File: src/credit_based_shaper_core_assert.svh
// Assertion helpers for the shaper core; clock i_clk, reset i_rst_n.
`ifndef CREDIT_BASED_SHAPER_CORE_ASSERT_SVH
`define CREDIT_BASED_SHAPER_CORE_ASSERT_SVH

// Consequent checked in the same cycle as the antecedent.
`define CBS_ASSERT_NOW(label, ante, cons, msg) \
    label: assert property (@(posedge i_clk) disable iff (!i_rst_n) (ante) |-> (cons)) \
        else $error(msg);

// Consequent checked in the cycle after the antecedent.
`define CBS_ASSERT_NEXT(label, ante, cons, msg) \
    label: assert property (@(posedge i_clk) disable iff (!i_rst_n) (ante) |=> (cons)) \
        else $error(msg);

`endif

File: src/cbs_pkg.sv
package cbs_pkg;

    localparam int TIME_W       = 64;
    localparam int BYTES_W      = 14;
    localparam int CREDIT_W     = 44;
    localparam int CREDIT_OUT_W = 43;
    localparam int HI_W         = 42;
    localparam int LO_W         = 43;
    localparam int IGAIN_W      = 10;
    localparam int SGAIN_W      = 11;
    localparam int STATUS_W     = 2;
    localparam int CFG_IDX_W    = 3;
    localparam int CFG_DATA_W   = 43;

    localparam int DUR_W        = 17;
    localparam int ELAPSED_W    = 44;
    localparam int PROD_W       = ELAPSED_W + IGAIN_W;
    localparam int SPROD_W      = DUR_W + 1 + SGAIN_W;
    localparam int SUM_W        = PROD_W + 2;
    localparam int C2_W         = CREDIT_W + 1;
    localparam int QUO_W        = 43;

    localparam int IN_TDATA_W   = 80;
    localparam int OUT_TDATA_W  = 112;
    localparam int OUT_PAD_W    = OUT_TDATA_W - CREDIT_OUT_W - TIME_W;

    localparam int MIN_FRAME_BYTES = 60;

    localparam longint unsigned NS_PER_SECOND = 64'd1000000000;
    localparam longint unsigned LINK_BPS      = 64'd1000000000;
    localparam longint unsigned BITS_PER_BYTE = 64'd8;
    localparam longint unsigned DUR_SCALE     = BITS_PER_BYTE * NS_PER_SECOND / LINK_BPS;

    typedef enum logic [STATUS_W-1:0] {
        STS_UPDATED  = 2'd0,
        STS_DISABLED = 2'd1,
        STS_REJECTED = 2'd2
    } t_status;

    typedef enum logic [CFG_IDX_W-1:0] {
        REG_ENABLE = 3'd0,
        REG_HIGH   = 3'd1,
        REG_LOW    = 3'd2,
        REG_IDLE   = 3'd3,
        REG_SEND   = 3'd4
    } t_cfg_idx;

    typedef struct packed {
        logic load_in;
        logic check;
        logic mul;
        logic add;
        logic spend;
        logic div_start;
        logic commit;
        logic out_load;
    } t_cmd;

    typedef struct packed {
        logic skip;
        logic neg;
        logic div_done;
    } t_sts;

endpackage

File: src/credit_based_shaper_core.sv
// Channel   Direction  Handshake                      Payload
// s_axis    in         s_axis_tvalid / s_axis_tready   frame send
// m_axis    out        m_axis_tvalid / m_axis_tready   status, credit, next available
// cfg       in         i_cfg_valid / o_cfg_ready       register index and data
//
// One transaction at a time. A disabled or rejected frame skips the credit update;
// an updated credit that goes negative also runs the 43-step credit/idle-gain
// divider, the longest case.
// A new frame is taken while the previous result waits in the output register.
// Synchronous active-low reset clears credit, times and config registers to their defaults.
`include "credit_based_shaper_core_assert.svh"

module credit_based_shaper_core (
    input  logic                            i_clk,
    input  logic                            i_rst_n,
    input  logic                            s_axis_tvalid,
    output logic                            s_axis_tready,
    // [63:0] start_time, [77:64] frame_bytes
    input  logic [cbs_pkg::IN_TDATA_W-1:0]  s_axis_tdata,
    output logic                            m_axis_tvalid,
    input  logic                            m_axis_tready,
    // [42:0] credit_now, [106:43] next_available
    output logic [cbs_pkg::OUT_TDATA_W-1:0] m_axis_tdata,
    // [1:0] status
    output logic [cbs_pkg::STATUS_W-1:0]    m_axis_tuser,
    input  logic                            i_cfg_valid,
    output logic                            o_cfg_ready,
    input  logic [cbs_pkg::CFG_IDX_W-1:0]   i_cfg_index,
    input  logic [cbs_pkg::CFG_DATA_W-1:0]  i_cfg_data
);
    import cbs_pkg::*;

    t_cmd w_cmd;
    t_sts w_sts;

    assign o_cfg_ready = i_rst_n;

    cbs_ctrl u_ctrl (
        .i_clk       (i_clk),
        .i_rst_n     (i_rst_n),
        .i_in_valid  (s_axis_tvalid),
        .o_in_ready  (s_axis_tready),
        .i_out_ready (m_axis_tready),
        .o_out_valid (m_axis_tvalid),
        .o_cmd       (w_cmd),
        .i_sts       (w_sts)
    );

    cbs_dp u_dp (
        .i_clk       (i_clk),
        .i_rst_n     (i_rst_n),
        .i_cfg_we    (i_cfg_valid && o_cfg_ready),
        .i_cfg_index (i_cfg_index),
        .i_cfg_data  (i_cfg_data),
        .i_in_data   (s_axis_tdata),
        .i_cmd       (w_cmd),
        .o_sts       (w_sts),
        .o_out_user  (m_axis_tuser),
        .o_out_data  (m_axis_tdata)
    );

    `CBS_ASSERT_NEXT(a_single_item, s_axis_tvalid && s_axis_tready, !s_axis_tready, "second frame taken mid-update")
    `CBS_ASSERT_NOW(a_cmd_onehot, 1'b1, $onehot0(w_cmd), "more than one datapath command")
    `CBS_ASSERT_NEXT(a_out_loaded, w_cmd.out_load, m_axis_tvalid, "result loaded but not presented")
    `CBS_ASSERT_NOW(a_div_neg, w_cmd.div_start, w_sts.neg, "divider started for non-negative credit")

endmodule

File: src/cbs_div.sv
module cbs_div #(
    parameter int N_W = cbs_pkg::QUO_W,
    parameter int D_W = cbs_pkg::IGAIN_W
) (
    input  logic           i_clk,
    input  logic           i_rst_n,
    input  logic           i_start,
    input  logic [N_W-1:0] i_dividend,
    input  logic [D_W-1:0] i_divisor,
    output logic [N_W-1:0] o_quotient,
    output logic           o_done
);
    import cbs_pkg::*;

    localparam int CNT_W = $clog2(N_W + 1);

    logic [N_W-1:0]   r_quo;
    logic [D_W-1:0]   r_rem;
    logic [D_W-1:0]   r_div;
    logic [CNT_W-1:0] r_cnt;
    logic             r_busy;
    logic             r_done;

    logic [D_W:0] w_trial;
    logic [D_W:0] w_diff;
    logic         w_ge;

    // restoring division, one quotient bit per cycle
    assign w_trial = {r_rem, r_quo[N_W-1]};
    assign w_ge    = w_trial >= {1'b0, r_div};
    assign w_diff  = w_trial - {1'b0, r_div};

    always_ff @(posedge i_clk) begin
        if (!i_rst_n) begin
            r_cnt  <= '0;
            r_busy <= 1'b0;
            r_done <= 1'b0;
        end else if (i_start) begin
            r_cnt  <= CNT_W'(N_W);
            r_busy <= 1'b1;
            r_done <= 1'b0;
        end else if (r_busy) begin
            r_cnt <= r_cnt - CNT_W'(1);
            if (r_cnt == CNT_W'(1)) begin
                r_busy <= 1'b0;
                r_done <= 1'b1;
            end
        end
    end

    always_ff @(posedge i_clk) begin
        if (i_start) begin
            r_quo <= i_dividend;
            r_rem <= '0;
            r_div <= i_divisor;
        end else if (r_busy) begin
            r_quo <= {r_quo[N_W-2:0], w_ge};
            r_rem <= w_ge ? w_diff[D_W-1:0] : w_trial[D_W-1:0];
        end
    end

    assign o_quotient = r_quo;
    assign o_done     = r_done;

endmodule

File: src/cbs_dp.sv
module cbs_dp (
    input  logic                             i_clk,
    input  logic                             i_rst_n,
    input  logic                             i_cfg_we,
    input  logic [cbs_pkg::CFG_IDX_W-1:0]    i_cfg_index,
    input  logic [cbs_pkg::CFG_DATA_W-1:0]   i_cfg_data,
    input  logic [cbs_pkg::IN_TDATA_W-1:0]   i_in_data,
    input  cbs_pkg::t_cmd                    i_cmd,
    output cbs_pkg::t_sts                    o_sts,
    output logic [cbs_pkg::STATUS_W-1:0]     o_out_user,
    output logic [cbs_pkg::OUT_TDATA_W-1:0]  o_out_data
);
    import cbs_pkg::*;

    // configuration
    logic                      r_enable;
    logic [HI_W-1:0]           r_hi;
    logic signed [LO_W-1:0]    r_lo;
    logic [IGAIN_W-1:0]        r_igain;
    logic signed [SGAIN_W-1:0] r_sgain;

    // shaper state
    logic signed [CREDIT_W-1:0] r_credit;
    logic [TIME_W-1:0]          r_last;
    logic [TIME_W-1:0]          r_avail;

    // per-transaction working registers
    logic [TIME_W-1:0]          r_at;
    logic [BYTES_W-1:0]         r_bytes;
    t_status                    r_status;
    logic [ELAPSED_W-1:0]       r_elapsed;
    logic                       r_big;
    logic [DUR_W-1:0]           r_dur;
    logic [PROD_W-1:0]          r_prod;
    logic signed [SPROD_W-1:0]  r_sprod;
    logic signed [CREDIT_W-1:0] r_c1;
    logic signed [CREDIT_W-1:0] r_cnew;
    logic [TIME_W-1:0]          r_tx_end;
    logic                       r_neg;

    // output register
    t_status                    r_o_status;
    logic [CREDIT_OUT_W-1:0]    r_o_credit;
    logic [TIME_W-1:0]          r_o_next;

    logic [IGAIN_W-1:0]         w_gain;
    logic [BYTES_W-1:0]         w_pad;
    logic [DUR_W-1:0]           w_dur;
    logic                       w_reject;
    logic [TIME_W-1:0]          w_elapsed;
    logic signed [SUM_W-1:0]    w_sum;
    logic signed [SUM_W-1:0]    w_hi_s;
    logic signed [CREDIT_W-1:0] w_c1;
    logic signed [C2_W-1:0]     w_c2;
    logic signed [C2_W-1:0]     w_lo_s;
    logic signed [C2_W-1:0]     w_cnew;
    logic signed [CREDIT_W-1:0] w_neg_credit;
    logic [QUO_W-1:0]           w_quo;
    logic                       w_div_done;
    logic [CREDIT_OUT_W-1:0]    w_cout;

    assign w_gain = (r_igain == '0) ? IGAIN_W'(1) : r_igain;

    assign w_pad = (r_bytes < BYTES_W'(MIN_FRAME_BYTES)) ? BYTES_W'(MIN_FRAME_BYTES) : r_bytes;
    assign w_dur = DUR_W'(w_pad) * DUR_W'(DUR_SCALE);

    assign w_reject  = (r_at < r_last) || (r_at < r_avail);
    assign w_elapsed = r_at - r_last;

    // earn, then clamp at the high limit
    assign w_sum  = SUM_W'(r_credit) + SUM_W'(r_prod);
    assign w_hi_s = $signed(SUM_W'(r_hi));
    assign w_c1   = (r_big || (w_sum > w_hi_s)) ? CREDIT_W'(r_hi) : w_sum[CREDIT_W-1:0];

    // spend, then clamp at the low limit
    assign w_c2   = C2_W'(r_c1) + C2_W'(r_sprod);
    assign w_lo_s = C2_W'(r_lo);
    assign w_cnew = (w_c2 < w_lo_s) ? w_lo_s : w_c2;

    assign w_neg_credit = -r_cnew;

    cbs_div #(
        .N_W (QUO_W),
        .D_W (IGAIN_W)
    ) u_div (
        .i_clk      (i_clk),
        .i_rst_n    (i_rst_n),
        .i_start    (i_cmd.div_start),
        .i_dividend (w_neg_credit[QUO_W-1:0]),
        .i_divisor  (w_gain),
        .o_quotient (w_quo),
        .o_done     (w_div_done)
    );

    // saturate to the reported width
    always_comb begin
        if (r_credit[CREDIT_W-1] == r_credit[CREDIT_W-2]) begin
            w_cout = r_credit[CREDIT_OUT_W-1:0];
        end else if (r_credit[CREDIT_W-1]) begin
            w_cout = {1'b1, {(CREDIT_OUT_W-1){1'b0}}};
        end else begin
            w_cout = {1'b0, {(CREDIT_OUT_W-1){1'b1}}};
        end
    end

    always_ff @(posedge i_clk) begin
        if (!i_rst_n) begin
            r_enable <= 1'b0;
            r_hi     <= '0;
            r_lo     <= '0;
            r_igain  <= IGAIN_W'(1);
            r_sgain  <= '0;
            r_credit <= '0;
            r_last   <= '0;
            r_avail  <= '0;
        end else begin
            if (i_cfg_we) begin
                case (t_cfg_idx'(i_cfg_index))
                    REG_ENABLE: r_enable <= i_cfg_data[0];
                    REG_HIGH:   r_hi     <= i_cfg_data[HI_W-1:0];
                    REG_LOW:    r_lo     <= i_cfg_data[LO_W-1:0];
                    REG_IDLE:   r_igain  <= i_cfg_data[IGAIN_W-1:0];
                    REG_SEND:   r_sgain  <= i_cfg_data[SGAIN_W-1:0];
                    default: ;
                endcase
            end
            if (i_cmd.commit) begin
                r_credit <= r_cnew;
                r_last   <= r_tx_end;
                r_avail  <= r_neg ? r_tx_end + TIME_W'(w_quo) : r_tx_end;
            end
        end
    end

    always_ff @(posedge i_clk) begin
        if (i_cmd.load_in) begin
            r_at    <= i_in_data[TIME_W-1:0];
            r_bytes <= i_in_data[TIME_W +: BYTES_W];
        end
        if (i_cmd.check) begin
            if (!r_enable) begin
                r_status <= STS_DISABLED;
            end else if (w_reject) begin
                r_status <= STS_REJECTED;
            end else begin
                r_status <= STS_UPDATED;
            end
            r_elapsed <= w_elapsed[ELAPSED_W-1:0];
            r_big     <= |w_elapsed[TIME_W-1:ELAPSED_W];
            r_dur     <= w_dur;
        end
        if (i_cmd.mul) begin
            r_prod  <= r_elapsed * w_gain;
            r_sprod <= $signed({1'b0, r_dur}) * r_sgain;
        end
        if (i_cmd.add) begin
            r_c1 <= w_c1;
        end
        if (i_cmd.spend) begin
            r_cnew   <= w_cnew[CREDIT_W-1:0];
            r_neg    <= w_cnew[C2_W-1];
            r_tx_end <= r_at + TIME_W'(r_dur);
        end
        if (i_cmd.out_load) begin
            r_o_status <= r_status;
            r_o_credit <= w_cout;
            r_o_next   <= r_avail;
        end
    end

    assign o_sts.skip     = (r_status != STS_UPDATED);
    assign o_sts.neg      = r_neg;
    assign o_sts.div_done = w_div_done;

    assign o_out_user = r_o_status;
    assign o_out_data = {{OUT_PAD_W{1'b0}}, r_o_next, r_o_credit};

endmodule

File: src/cbs_ctrl.sv
module cbs_ctrl (
    input  logic          i_clk,
    input  logic          i_rst_n,
    input  logic          i_in_valid,
    output logic          o_in_ready,
    input  logic          i_out_ready,
    output logic          o_out_valid,
    output cbs_pkg::t_cmd o_cmd,
    input  cbs_pkg::t_sts i_sts
);
    import cbs_pkg::*;

    typedef enum logic [3:0] {
        S_IDLE,
        S_CHECK,
        S_MUL,
        S_ADD,
        S_SPEND,
        S_DIV_GO,
        S_DIV_WAIT,
        S_COMMIT,
        S_OUT
    } t_state;

    t_state r_state;
    t_state n_state;
    logic   r_out_valid;
    logic   n_out_valid;
    logic   w_out_free;

    assign o_in_ready = (r_state == S_IDLE) && i_rst_n;
    assign w_out_free = !r_out_valid || i_out_ready;

    always_comb begin
        n_state = r_state;
        o_cmd   = '0;
        case (r_state)
            S_IDLE: begin
                if (i_in_valid) begin
                    o_cmd.load_in = 1'b1;
                    n_state       = S_CHECK;
                end
            end
            S_CHECK: begin
                o_cmd.check = 1'b1;
                n_state     = S_MUL;
            end
            S_MUL: begin
                if (i_sts.skip) begin
                    n_state = S_OUT;
                end else begin
                    o_cmd.mul = 1'b1;
                    n_state   = S_ADD;
                end
            end
            S_ADD: begin
                o_cmd.add = 1'b1;
                n_state   = S_SPEND;
            end
            S_SPEND: begin
                o_cmd.spend = 1'b1;
                n_state     = S_DIV_GO;
            end
            S_DIV_GO: begin
                if (i_sts.neg) begin
                    o_cmd.div_start = 1'b1;
                    n_state         = S_DIV_WAIT;
                end else begin
                    n_state = S_COMMIT;
                end
            end
            S_DIV_WAIT: begin
                if (i_sts.div_done) begin
                    n_state = S_COMMIT;
                end
            end
            S_COMMIT: begin
                o_cmd.commit = 1'b1;
                n_state      = S_OUT;
            end
            S_OUT: begin
                if (w_out_free) begin
                    o_cmd.out_load = 1'b1;
                    n_state        = S_IDLE;
                end
            end
            default: begin
                n_state = S_IDLE;
            end
        endcase
    end

    always_comb begin
        if (o_cmd.out_load) begin
            n_out_valid = 1'b1;
        end else if (i_out_ready) begin
            n_out_valid = 1'b0;
        end else begin
            n_out_valid = r_out_valid;
        end
    end

    always_ff @(posedge i_clk) begin
        if (!i_rst_n) begin
            r_state     <= S_IDLE;
            r_out_valid <= 1'b0;
        end else begin
            r_state     <= n_state;
            r_out_valid <= n_out_valid;
        end
    end

    assign o_out_valid = r_out_valid;

endmodule
File: config.mk
export PLATFORM = sky130hd
export DESIGN_NAME = credit_based_shaper_core
export DESIGN_NICKNAME = d
export VERILOG_FILES = /design/src/cbs_pkg.sv /design/src/credit_based_shaper_core.sv /design/src/cbs_div.sv /design/src/cbs_dp.sv /design/src/cbs_ctrl.sv
export VERILOG_INCLUDE_DIRS = /design/src /design/src/src
export SDC_FILE = /design/constraint.sdc
export NUM_CORES = 2
export LEC_CHECK = 0
export ABC_AREA = 1
export BUFFER_PORTS_ARGS = -buffer_cell sky130_fd_sc_hd__buf_2
export CORE_ASPECT_RATIO = 1.25
export CORE_MARGIN = 8
export CORE_UTILIZATION = 30
export DETAILED_ROUTE_END_ITERATION = 10
export SETUP_SLACK_MARGIN = 0.05
export SYNTH_ARGS = -nofsm -noshare
export SYNTH_HDL_FRONTEND = slang
export SYNTH_SLANG_ARGS = --single-unit
File: constraint.sdc
create_clock -name i_clk -period 9.2 [get_ports i_clk]
set_input_delay 0.46 -clock i_clk [delete_from_list [all_inputs] [get_ports i_clk]]
set_output_delay 0.46 -clock i_clk [all_outputs]
set_load 0.02 [all_outputs]
==> key figures <==
Outcome
  – Outcome: complete, no violations

Yosys
  – Post-synth EDFFs: 534
  – Post-Syn Instances: 9035
  – #FFs+latches synth: 836
  – Syn_area_per_cell: 7.79 um2
  – Most common flop cell mapped by yosys: edfxtp_1
  – YS warnings: 0
  – Seq/Total Area, Yosys: 31.4%
  – Synth unique cells: 64
  – Synth area leader: edfxtp_1
  – Leading post-synthesis cells by cell area: edfxtp_1 23%, fa_1 13%, nand2_1 11%, ha_1 9.7%, inv_1 9.0%
  – Async S/R FF share, synth: 0%
  – Mapped Area: 70400 um2
  – Synth top area share: 22.8%

Timing
  – Endpoints failing setup: 0
  – Final hold viol count: 0
  – Worst Tran Pin Value: 1.25 ns
  – Tcrit/Tclk final: 76.1%
  – Crit path time final: 7.00 ns
  – RSZ-0062 raised after global routing: no
  – Relative slew margins: 16.6%
  – Max-slew violation count: 0
  – Final Worst Setup Slack: 2.20 ns
  – Max Fclk: 143 MHz
  – Setup TNS: 0 ns
  – Layout Skew: 0.0462 ns

Placement
  – Placed instance area: 74900 um2
  – Post-DP HPWL: 213 mm
  – GP Congestion: 1.02
  – IO Port Bufs: 240
  – Post-Place Setup Slack: 2.22 ns
  – DP Cell Count: 12200

CTS
  – Hold_buf cts: 77
  – TritonCTS clock tree: built
  – CTS Sinks: 836
  – CTS resizes: 0
  – CTS Buffer Depth: 3
  – H-tree depth: 3
  – Number of CTS-inserted buffers: 84
  – Setup repair bufs after CTS: 0
  – Clk slew on worst S/H paths: 0.07 ns
  – Root buffer cell: clkbuf_16
  – Worst skew pair latency: 0.73 ns

Layout
  – Share of cells above drive strength 1: 6.08%
  – Cell area after layout: 78600 um2
  – Post-Layout Cell Count: 12400
  – Fin nets: 10300
  – Synthesis-to-finish area growth: 11.6%

Floorplanning
  – Initial Util: 30.1%
  – Core Region: 234000 um2
  – Ports: 248
  – Full die area: 251000 um2
  – Die Wd: 449 um
  – Std cell rows: 199
  – Die Y-Extent: 558 um

Routing
  – Top Metal Used: met5
  – Drt total wl: 263 mm
  – Wl on met1: 107 mm
  – Met3 WL: 15.0 mm
  – DR WL met2: 122 mm
  – First DRT Iteration DRCs: 5063
  – Routed vias: 61500
  – DRT Pass-1 Iters: 6
  – DRC: 0
  – DR vias/cell: 4.95
  – Wire per inst: 21.2 um
  – Post-DRT Antenna Nets: 0

Worst setup path
  – Slowest cell on the critical path: dfxtp_1
  – Crit path capture: u_dp.r_prod[52]
  – Cell Chain, Critical Path: buf_4, nand2_1, inv_1, fa_1, fa_1, fa_1, fa_1, inv_1, fa_1, inv_1, ha_1, nand2_1, nor2_1, nand2_1, nor4_1, nand3_1, nand4_1, a21o_1, a21boi_0, o21ai_0, xor2_1
  – Startpoint Class: flop
  – Reg2reg start: u_dp.r_igain[7]
  – R2r endpoint: u_dp.r_prod[52]
  – R2R cell count: 21
  – Flop-to-flop setup slack: 2.20 ns
  – Most used cell along the critical path: fa_1
  – Peak per-stage delay on the critical path: 1.10 ns
  – Crit-path max FO: 22
  – Worst endpoint required time: 9.64 ns
  – CP startpoint: u_dp.r_igain[7]
  – WS Path Type: flop to flop
  – Crit path DAT: 7.44 ns
  – Critical path endpoint category: flop

Global route
  – Congestion Overflow GR: 0
  – Global-route wire length before repair: 384 mm
  – Largest net degree at the start of global routing: 208
  – Initial antenna violation count: 26
  – Number of global-route vias before repair: 60200
  – GRT Util Overall: 20.1%

Power
  – PD cells: 132 nW/um2
  – Switch Pwr: 3.43 mW
  – Worst VDD drop: 0.138 mV
  – Sw frac: 33.2%
  – Logic pwr share: 21.0%
  – Clk pwr share: 35.1%
  – Overall Power: 10.3 mW
  – Leak pwr: 37.0 nW
  – Part of the power in registers: 43.9%
  – Internal: 6.92 mW

Hold path
  – Worst min path class: primary input to flop

Run
  – Max_cap viols: 0
==> cell usage in the layout (no fill, tap or decap), types with 31 or more instances in the layout <==
cell           count
nand2_1         2100
inv_1           1681
nor2_1           689
a21oi_1          650
ha_1             547
edfxtp_1         534
o21ai_0          498
fa_1             448
dfxtp_1          301
nand3_1          264
buf_2            239
xor2_1           208
xnor2_1          114
nor3_1           101
nand4_1           87
clkbuf_16         87
dlygate4sd3_1     77
a31oi_1           73
nor4_1            58
buf_4             57
o211ai_1          49
a21o_1            35
a211oi_1          33
inv_2             31
==> power by group through the flow <==
| stage | logic [mW] | registers (mW) | clock network (mW) |
|---|---|---|---|
| floorplan | 1.48 | 4.38 | 0 |
| global placement | 2.12 | 4.61 | 0 |
| global route | 2.40 | 4.54 | 3.83 |
| detailed placement | 2.13 | 4.61 | 0 |
| CTS | 2.17 | 4.53 | 3.70 |
| finish | 2.18 | 4.54 | 3.63 |
==> per-layer routing <==
metal  vias to the layer above  global-route usage (%)
met4                        10                    11.7
met3                       492                    2.22
met5                         -                       0
li1                      29300                       -
met2                      1928                    33.8
met1                     29700                    25.1
==> cell usage after synthesis, drive strengths merged (59+ instances only) <==
master / number
a21oi: 652
a31oi: 73
buf: 65
clkbuf: 221
dfxtp: 302
edfxtp: 534
fa: 448
ha: 547
inv: 1713
nand2: 2123
nand3: 268
nand4: 87
nor2: 719
nor3: 107
nor4: 59
o21ai: 508
xnor2: 114
xor2: 208
==> worst max-delay path, delay by kind of cell (launching register included) <==
kind | cells | cell delay [ns]
adder cells (fa/ha/maj) | 6 | 2.97
flip-flops | 1 | 1.10
XOR/XNOR | 1 | 0.12
AO/OA/AOI/OAI | 3 | 0.61
AND/OR/NAND/NOR | 7 | 1.25
buffers and inverters | 4 | 0.66
==> metrics by stage <==
stage / util, % / hold slack [ns]
2_1_floorplan: - / 0.408
3_3_place_gp: 32.0 / 0.414
6_report: 33.5 / 0.0557
3_5_place_dp: 32.0 / 0.416
5_1_grt: 33.5 / 0.0354
4_1_cts: 33.5 / 0.0141
==> flip-flops by register name (all words and copies together), names as in the netlist, 11 cells and up <==
signal,flops
u_dp.r_hi,42
u_dp.r_avail,64
u_dp.r_at,64
u_dp.r_tx_end,64
u_dp.r_cnew,44
u_dp.r_elapsed,44
u_dp.r_o_credit,43
u_dp.r_dur,14
u_dp.r_sprod,26
u_dp.r_last,64
u_dp.r_bytes,14
u_dp.r_credit,44
u_dp.r_o_next,64
u_dp.r_lo,43
u_dp.r_sgain,11
u_dp.u_div.o_quotient,43
u_dp.r_c1,44
u_dp.r_prod,54
==> layout make-up <==
cell class	count	area [um2]
repair buffers	377	2470
multi-input cells	6201	40800
well taps	3115	3900
diodes	14	35.0
clock buffers	105	2270
flip-flops and latches	836	22100
inverters	1716	6450
clock inverters	53	573
fillers	25000	156000
==> cells by family (layout without fill, tap and decap cells) <==
family / after synthesis / count (layout) / share of synthesized area (%)
and+or+nand+nor: 3403 / 3403 / 19.8
other: 1 / 19 / 0.00533
AOI/OAI and AO/OA: 1476 / 1476 / 11.6
DFF: 836 / 836 / 31.4
adders and majority gates: 995 / 995 / 22.5
xor gates and xnor gates: 322 / 322 / 4.01
buffers and inverters: 2002 / 2251 / 10.8
==> how the worst min path moves through the flow <==
stage,startpoint,to,slack [ns],cells after the start
global route,s_axis_tdata[0],u_dp.r_at[0],0.04,1
floorplan,u_dp.r_avail[1],u_dp.r_o_next[1],0.41,0
finish,s_axis_tdata[0],u_dp.r_at[0],0.06,1
detailed placement,u_dp.r_avail[53],u_dp.r_o_next[53],0.42,0
global placement,u_dp.r_avail[53],u_dp.r_o_next[53],0.41,0
CTS,s_axis_tdata[0],u_dp.r_at[0],0.01,1
Note: power is estimated with default switching activity, not from simulation.
